File: src/rtl/qye_pkg.sv
package qye_pkg;

    localparam int QUAT_W         = 16;
    localparam int QUAT_FRAC_BITS = 14;
    localparam int CORDIC_STAGES  = 16;
    localparam int ATAN_LEN       = 24;
    localparam int NUM_STAGES     = (CORDIC_STAGES < ATAN_LEN) ? CORDIC_STAGES : ATAN_LEN;

    localparam int TOL_W          = 8;
    localparam logic [TOL_W-1:0] TOL_RESET = 8'd1;

    localparam int DIFF_W = ((QUAT_FRAC_BITS + 1 > QUAT_W) ? QUAT_FRAC_BITS + 1 : QUAT_W) + 2;

    // vector is (w,z) * 2^14, gain of the rotator and a pi pre-turn need headroom
    localparam int VEC_SHIFT  = 14;
    localparam int VEC_W      = QUAT_W + VEC_SHIFT + 3;

    // angle accumulator, 2^31 per pi
    localparam int ACC_W      = 34;
    localparam int ROUND_SHIFT = 17;
    localparam int Q_W        = ACC_W - ROUND_SHIFT;
    localparam int ANGLE_W    = 16;

    localparam logic signed [ACC_W-1:0] ANGLE_PI   = 34'sd2147483648;
    localparam logic signed [ACC_W-1:0] ROUND_HALF = 34'sd65536;
    localparam logic signed [Q_W-1:0]   ANGLE_MAX  = 17'sd16384;
    localparam logic signed [Q_W-1:0]   ANGLE_MIN  = -17'sd16384;

    localparam logic signed [ACC_W-1:0] ATAN_TAB [ATAN_LEN] = '{
        34'sd536870912, 34'sd316933406, 34'sd167458907, 34'sd85004756,
        34'sd42667331,  34'sd21354465,  34'sd10679838,  34'sd5340245,
        34'sd2670163,   34'sd1335087,   34'sd667544,    34'sd333772,
        34'sd166886,    34'sd83443,     34'sd41722,     34'sd20861,
        34'sd10430,     34'sd5215,      34'sd2608,      34'sd1304,
        34'sd652,       34'sd326,       34'sd163,       34'sd81
    };

    typedef struct packed {
        logic signed [VEC_W-1:0] vx;
        logic signed [VEC_W-1:0] vy;
        logic signed [ACC_W-1:0] acc;
        logic                    zero_out;
        logic                    degen;
    } t_cordic_word;

endpackage

File: src/rtl/qye_quat_if.sv
interface qye_quat_if
    import qye_pkg::*;
();
    logic                     valid;
    logic                     ready;
    logic signed [QUAT_W-1:0] quat_w;
    logic signed [QUAT_W-1:0] quat_x;
    logic signed [QUAT_W-1:0] quat_y;
    logic signed [QUAT_W-1:0] quat_z;

    modport source (output valid, quat_w, quat_x, quat_y, quat_z, input ready);
    modport sink   (input valid, quat_w, quat_x, quat_y, quat_z, output ready);
endinterface

File: src/rtl/qye_yaw_if.sv
interface qye_yaw_if
    import qye_pkg::*;
();
    logic                      valid;
    logic                      ready;
    logic signed [ANGLE_W-1:0] yaw_angle;
    logic                      degenerate;

    modport source (output valid, yaw_angle, degenerate, input ready);
    modport sink   (input valid, yaw_angle, degenerate, output ready);
endinterface

File: src/rtl/qye_cordic.sv
module qye_cordic
    import qye_pkg::*;
(
    input  logic         i_clk,
    input  logic         i_rst_n,
    input  logic         i_valid,
    output logic         o_ready,
    input  t_cordic_word i_word,
    output logic         o_valid,
    input  logic         i_ready,
    output t_cordic_word o_word
);

    logic         r_vld  [NUM_STAGES];
    t_cordic_word r_word [NUM_STAGES];
    logic         stage_rdy [NUM_STAGES];

    for (genvar k = 0; k < NUM_STAGES; k++) begin : g_stage
        t_cordic_word            src;
        logic                    src_vld;
        logic                    next_rdy;
        t_cordic_word            n_word;
        logic signed [VEC_W-1:0] dx;
        logic signed [VEC_W-1:0] dy;

        if (k == 0) begin : g_first
            assign src     = i_word;
            assign src_vld = i_valid;
        end else begin : g_mid
            assign src     = r_word[k-1];
            assign src_vld = r_vld[k-1];
        end

        if (k == NUM_STAGES - 1) begin : g_last
            assign next_rdy = i_ready;
        end else begin : g_next
            assign next_rdy = stage_rdy[k+1];
        end

        assign stage_rdy[k] = !r_vld[k] || next_rdy;

        // one micro-rotation, direction from sign of vy
        always_comb begin
            dx     = src.vy >>> k;
            dy     = src.vx >>> k;
            n_word = src;
            if (src.vy > 0) begin
                n_word.vx  = src.vx + dx;
                n_word.vy  = src.vy - dy;
                n_word.acc = src.acc + ATAN_TAB[k];
            end else begin
                n_word.vx  = src.vx - dx;
                n_word.vy  = src.vy + dy;
                n_word.acc = src.acc - ATAN_TAB[k];
            end
        end

        always_ff @(posedge i_clk) begin
            if (!i_rst_n) begin
                r_vld[k] <= 1'b0;
            end else if (stage_rdy[k]) begin
                r_vld[k] <= src_vld;
            end
        end

        always_ff @(posedge i_clk) begin
            if (stage_rdy[k] && src_vld) begin
                r_word[k] <= n_word;
            end
        end
    end

    assign o_ready = stage_rdy[0];
    assign o_valid = r_vld[NUM_STAGES-1];
    assign o_word  = r_word[NUM_STAGES-1];

endmodule

File: src/rtl/quaternion_yaw_extract.sv
// Twist angle of a quaternion about the z axis, 2*atan2(z,w) in binary angle units with
// 8192 per pi, clamped to -16384..16384; x and y are ignored. A w within the identity
// tolerance of 1.0 gives angle 0, and w = z = 0 gives angle 0 with degenerate set. The
// block takes one word per cycle when the output is not stalled. Each accepted word passes
// through a register for range reduction, the 16-stage vectoring CORDIC, and a register
// for rounding and clamping. Every stage holds its word under back-pressure, so stalls
// lose nothing and bubbles are squeezed out.
module quaternion_yaw_extract
    import qye_pkg::*;
(
    input  logic             i_clk,
    input  logic             i_rst_n,
    input  logic             i_tol_we,
    input  logic [TOL_W-1:0] i_tol_data,
    qye_quat_if.sink         i_quat,
    qye_yaw_if.source        o_yaw
);

    localparam logic signed [DIFF_W-1:0] ONE_Q = DIFF_W'(1) <<< QUAT_FRAC_BITS;

    logic [TOL_W-1:0] r_tol;

    logic                     r_prep_vld;
    t_cordic_word             r_prep;
    t_cordic_word             n_prep;
    logic                     prep_rdy;

    logic signed [QUAT_W-1:0] w;
    logic signed [QUAT_W-1:0] z;
    logic signed [DIFF_W-1:0] diff;
    logic signed [DIFF_W-1:0] abs_diff;
    logic                     near_one;
    logic                     w_z_zero;
    logic signed [VEC_W-1:0]  w_scaled;
    logic signed [VEC_W-1:0]  z_scaled;

    logic                     cor_vld;
    logic                     cor_rdy;
    t_cordic_word             cor_word;

    logic                     r_out_vld;
    logic signed [ANGLE_W-1:0] r_yaw;
    logic                     r_degen;
    logic signed [ANGLE_W-1:0] n_yaw;
    logic                     out_rdy;
    logic signed [ACC_W-1:0]  rnd;
    logic signed [Q_W-1:0]    q;
    logic signed [Q_W-1:0]    q_clamp;

    always_ff @(posedge i_clk) begin
        if (!i_rst_n) begin
            r_tol <= TOL_RESET;
        end else if (i_tol_we) begin
            r_tol <= i_tol_data;
        end
    end

    // range reduction and special cases
    assign w = i_quat.quat_w;
    assign z = i_quat.quat_z;

    always_comb begin
        diff     = DIFF_W'(w) - ONE_Q;
        abs_diff = (diff < 0) ? -diff : diff;
        near_one = $unsigned(abs_diff) <= DIFF_W'(r_tol);
        w_z_zero = (w == '0) && (z == '0);
        w_scaled = VEC_W'(w) <<< VEC_SHIFT;
        z_scaled = VEC_W'(z) <<< VEC_SHIFT;

        n_prep.zero_out = near_one || w_z_zero;
        n_prep.degen    = !near_one && w_z_zero;
        if (w < 0) begin
            n_prep.vx  = -w_scaled;
            n_prep.vy  = -z_scaled;
            n_prep.acc = (z >= 0) ? ANGLE_PI : -ANGLE_PI;
        end else begin
            n_prep.vx  = w_scaled;
            n_prep.vy  = z_scaled;
            n_prep.acc = '0;
        end
    end

    assign prep_rdy     = !r_prep_vld || cor_rdy;
    assign i_quat.ready = prep_rdy;

    always_ff @(posedge i_clk) begin
        if (!i_rst_n) begin
            r_prep_vld <= 1'b0;
        end else if (prep_rdy) begin
            r_prep_vld <= i_quat.valid;
        end
    end

    always_ff @(posedge i_clk) begin
        if (prep_rdy && i_quat.valid) begin
            r_prep <= n_prep;
        end
    end

    qye_cordic u_cordic (
        .i_clk   (i_clk),
        .i_rst_n (i_rst_n),
        .i_valid (r_prep_vld),
        .o_ready (cor_rdy),
        .i_word  (r_prep),
        .o_valid (cor_vld),
        .i_ready (out_rdy),
        .o_word  (cor_word)
    );

    // round half up, clamp, apply forced zero
    always_comb begin
        rnd = cor_word.acc + ROUND_HALF;
        q   = $signed(rnd[ACC_W-1:ROUND_SHIFT]);
        if (q > ANGLE_MAX) begin
            q_clamp = ANGLE_MAX;
        end else if (q < ANGLE_MIN) begin
            q_clamp = ANGLE_MIN;
        end else begin
            q_clamp = q;
        end
        n_yaw = cor_word.zero_out ? '0 : ANGLE_W'(q_clamp);
    end

    assign out_rdy = !r_out_vld || o_yaw.ready;

    always_ff @(posedge i_clk) begin
        if (!i_rst_n) begin
            r_out_vld <= 1'b0;
        end else if (out_rdy) begin
            r_out_vld <= cor_vld;
        end
    end

    always_ff @(posedge i_clk) begin
        if (out_rdy && cor_vld) begin
            r_yaw   <= n_yaw;
            r_degen <= cor_word.degen;
        end
    end

    assign o_yaw.valid      = r_out_vld;
    assign o_yaw.yaw_angle  = r_yaw;
    assign o_yaw.degenerate = r_degen;

endmodule
File: src/flat_wrapper.sv
// flat-port wrapper written by rule: the top's interface ports become plain ports
module quaternion_yaw_extract_flat import qye_pkg::*;
  (i_clk, i_rst_n, i_tol_we, i_tol_data, i_quat_valid, i_quat_quat_w, i_quat_quat_x, i_quat_quat_y, i_quat_quat_z, i_quat_ready, o_yaw_valid, o_yaw_yaw_angle, o_yaw_degenerate, o_yaw_ready);
  qye_quat_if i_quat_i ();
  qye_yaw_if o_yaw_i ();
  input  logic i_clk;
  input  logic i_rst_n;
  input  logic i_tol_we;
  input  logic [TOL_W-1:0] i_tol_data;
  input wire logic [$bits(i_quat_i.valid)-1:0] i_quat_valid;
  input wire logic [$bits(i_quat_i.quat_w)-1:0] i_quat_quat_w;
  input wire logic [$bits(i_quat_i.quat_x)-1:0] i_quat_quat_x;
  input wire logic [$bits(i_quat_i.quat_y)-1:0] i_quat_quat_y;
  input wire logic [$bits(i_quat_i.quat_z)-1:0] i_quat_quat_z;
  output wire logic [$bits(i_quat_i.ready)-1:0] i_quat_ready;
  output wire logic [$bits(o_yaw_i.valid)-1:0] o_yaw_valid;
  output wire logic [$bits(o_yaw_i.yaw_angle)-1:0] o_yaw_yaw_angle;
  output wire logic [$bits(o_yaw_i.degenerate)-1:0] o_yaw_degenerate;
  input wire logic [$bits(o_yaw_i.ready)-1:0] o_yaw_ready;
  assign i_quat_i.valid = i_quat_valid;
  assign i_quat_i.quat_w = i_quat_quat_w;
  assign i_quat_i.quat_x = i_quat_quat_x;
  assign i_quat_i.quat_y = i_quat_quat_y;
  assign i_quat_i.quat_z = i_quat_quat_z;
  assign i_quat_ready = i_quat_i.ready;
  assign o_yaw_valid = o_yaw_i.valid;
  assign o_yaw_yaw_angle = o_yaw_i.yaw_angle;
  assign o_yaw_degenerate = o_yaw_i.degenerate;
  assign o_yaw_i.ready = o_yaw_ready;
  quaternion_yaw_extract u_core (.i_clk(i_clk), .i_rst_n(i_rst_n), .i_tol_we(i_tol_we), .i_tol_data(i_tol_data), .i_quat(i_quat_i), .o_yaw(o_yaw_i));
endmodule
File: config.mk
export PLATFORM = sky130hd
export DESIGN_NAME = quaternion_yaw_extract_flat
export DESIGN_NICKNAME = d
export VERILOG_FILES = /design/src/rtl/qye_pkg.sv /design/src/rtl/qye_quat_if.sv /design/src/rtl/qye_yaw_if.sv /design/src/rtl/qye_cordic.sv /design/src/rtl/quaternion_yaw_extract.sv /design/src/flat_wrapper.sv
export SDC_FILE = /design/constraint.sdc
export NUM_CORES = 2
export LEC_CHECK = 0
export ABC_CLOCK_PERIOD_IN_PS = 16100
export BUFFER_PORTS_ARGS = -buffer_cell sky130_fd_sc_hd__buf_2
export CORE_MARGIN = 1
export CORE_UTILIZATION = 40
export DETAILED_ROUTE_END_ITERATION = 8
export PLACE_DENSITY_LB_ADDON = 0.08
export SLEW_MARGIN = 20
export SYNTH_ARGS = -nofsm -noshare
export SYNTH_HDL_FRONTEND = slang
export SYNTH_HIERARCHICAL = 1
export SYNTH_SLANG_ARGS = --single-unit
File: constraint.sdc
create_clock -name i_clk -period 16.1 [get_ports i_clk]
set_input_delay 3.22 -clock i_clk [delete_from_list [all_inputs] [get_ports i_clk]]
set_output_delay 3.22 -clock i_clk [all_outputs]
set_load 0.02 [all_outputs]
==> flow_summary_export.csv <==
group,metric,value,unit
clock_tree,cts_resized,0,
drt,wirelength,370200,um
sta,min_period,10500,ps
sta,drv_slew,0,
outcome,status,"complete, but fails checks",
power,max-vdd-ir-drop,0.00008825,V
clock_tree,cts_root_buf,"clkbuf_16",
drt,vias,104300,
outcome,violations,"design-rule violations",
critical_path,cp_max_fo,11,
critical_path,crit_path_end_kind,"output port",
power,netSwitchingFraction,28.14,%
global_route,track_usage,21.45,%
clock_tree,clk_pin_slew,60,ps
final_layout,drive_gt1_share,4.642,%
floorplan,start_util,40.17,%
place,gp_congestion,0.9179,
synthesis,yosysWarnings,6,
sta,min_period_over_period,65.19,%
critical_path,path_buf_inv,3,
critical_path,start_kind,"input pin",
critical_path,slowest_delay,730,ps
global_route,grt_pass1_wl,572700,um
global_route,grt_max_degree,90,
floorplan,dieArea,334000,um^2
critical_path,r2r_setup_slack,8000,ps
final_layout,syn_to_final_growth,9.790,%
drt,wl_per_cell,19.85,um
drt,firstDrtPassIters,8,
final_layout,final_cell_mix,"edfxtp_1 (1,576), ha_1 (1,477), a21oi_1 (1,367), xnor2_1 (1,328), nor2_1 (1,023)",
global_route,antenna_found_initial,3,
critical_path,worstPathCellList,"buf_2 -> nand2b_1 -> nor2b_1 -> nand3_1 -> nor2_1 -> nand3_1 -> nor2_1 -> buf_4 -> nand3_1 -> nor2_1 -> and2_1 -> and3_1 -> nand2_1 -> nand2b_1 -> buf_2",
sta,tightest_slew,1145,ps
flow_run,maxCapViolCount,0,
clock_tree,cts.htree.levels,4,
critical_path,timing.rr.end,"u_core/u_cordic/r_word[0][340]$_DFFE_PP_",
global_route,first_global_vias,100700,
synthesis,synth_area,132700,um^2
drt,viasPerCell,5.594,
critical_path,worstSetupPathType,"in2out",
sta,hold_viol,0,
sta,max_freq,95.27,MHz
sta,fin_worst_skew,36.58,ps
final_layout,nets,15710,
drt,drt-initial-drc-count,7001,
critical_path,crit_slowest_cell,"nor2b_1",
clock_tree,cts_inserted_buffers,202,
critical_path,reg2reg_from,"u_core/u_cordic/r_word[0][246]$_DFFE_PP_",
clock_tree,clock_latency,910,ps
critical_path,arrival,7280,ps
final_layout,final_core_util,44.10,%
clock_tree,postCtsSetupRepairBufs,0,
critical_path,worstPathRequired,12880,ps
place,hpwl,294100,um
final_layout,fill_cells,31640,
synthesis,netlist_instances,13870,
power,powerDensity,80.95,nW/um^2
hold_path,min_to,"u_core/u_cordic/r_word[0][308]$_DFFE_PP_",
power,combPwrFrac,18.9,%
floorplan,rows,211,
final_layout,final_common_cell,"edfxtp_1",
sta,final.setup.tns,0,ps
sta,relSlewSlack,22.59,%
global_route,grt_overflow,0,
power,seq_power_share,41.2,%
power,p_clk_share,39.9,%
power,p_switching,3.317,mW
place,port-buffer-count,63,
power,p_leak,57.87,nW
clock_tree,cts_tree,"done",
clock_tree,cts.sinks,1587,
sta,setup_viol,0,
hold_path,hold_path.class,"reg2reg",
synthesis,syn_area_per_cell,9.567,um^2
hold_path,holdPathStages,0,
floorplan,fp.dieH,577.9,um
floorplan,core_area,330300,um^2
power,intPower,8.473,mW
sta,rsz0062_at_grt,"no",
critical_path,crit_family,"simple AND/OR/NAND/NOR gates",
clock_tree,hold_buffers,0,
drt,drc,4,
critical_path,r2r_cells,22,
hold_path,hold_start,"u_core/u_cordic/r_word[0][206]$_DFFE_PP_",
drt,ant_nets,0,
floorplan,pin_count,96,
clock_tree,cts_buffer_depth,4,
floorplan,die_w,577.9,um
## layout make-up
type                       count  area, um^2  area share [%]
sequential                  1587       47550           32.64
tap                         4366        5463           3.750
timing repair buffer         135       859.6          0.5901
clock inverter               149        1605           1.102
antenna                        2       5.005        0.003436
multi-input combinational  11530       82490           56.63
inverter                     654        2457           1.687
clock buffer                 227        5233           3.592
## per-stage QoR
step / setup slack (ps) / instance area, um^2 / power [mW] / instances / hold slack [ps]
2_1_floorplan: 4038 / 133200 / 6.597 / 14000 / 400.3
3_3_place_gp: 5625 / 138800 / 7.138 / 18270 / 401.9
3_5_place_dp: 5563 / 138800 / 7.146 / 18270 / 405.5
4_1_cts: 5521 / 145600 / 11.96 / 18650 / 391.3
5_1_grt: 5258 / 145700 / 12.36 / 18650 / 410.9
6_report: 5604 / 145700 / 11.79 / 18650 / 399.5
## registers in the layout, indices dropped and copies added (netlist names)
signal,flops
u_core/o_yaw.degenerate,1
u_core/o_yaw.valid,1
u_core/o_yaw.yaw_angle,16
u_core/r_prep,42
u_core/r_prep_vld,1
u_core/r_tol,8
u_core/u_cordic/r_vld,16
u_core/u_cordic/r_word,1502
## routing by layer
| metal | up-vias | share of wire [%] | routed length, um | GRT usage [%] |
|---|---|---|---|---|
| li1 | 51900 | - | - | - |
| met3 | 426 | 3.8 | 14250 | 1.995 |
| met4 | 0 | 2.3 | 8517 | 5.249 |
| met5 | - | 0 | 0 | 0 |
| met2 | 2062 | 48 | 177200 | 37.03 |
| met1 | 49950 | 46 | 170200 | 28.80 |
## worst max path at each step
stage | startpoint | end | slack [ps] | depth (start not counted)
2_1_floorplan | o_yaw_ready | u_core/u_cordic/r_vld[0][6]$_DFFE_PP_ | 4040 | 9
3_3_place_gp | o_yaw_ready | i_quat_ready | 5630 | 15
3_5_place_dp | o_yaw_ready | i_quat_ready | 5560 | 15
4_1_cts | o_yaw_ready | i_quat_ready | 5520 | 15
5_1_grt | o_yaw_ready | i_quat_ready | 5260 | 15
6_report | o_yaw_ready | i_quat_ready | 5600 | 15
## power groups by stage
stage / clock network [mW] / logic, mW / registers, mW
finish: 4.70 / 2.23 / 4.86
CTS: 4.88 / 2.22 / 4.86
floorplan: 0 / 1.71 / 4.89
detailed placement: 0 / 2.20 / 4.94
global route: 5.01 / 2.48 / 4.87
global placement: 0 / 2.19 / 4.95
(Power assumes the default switching activity.)
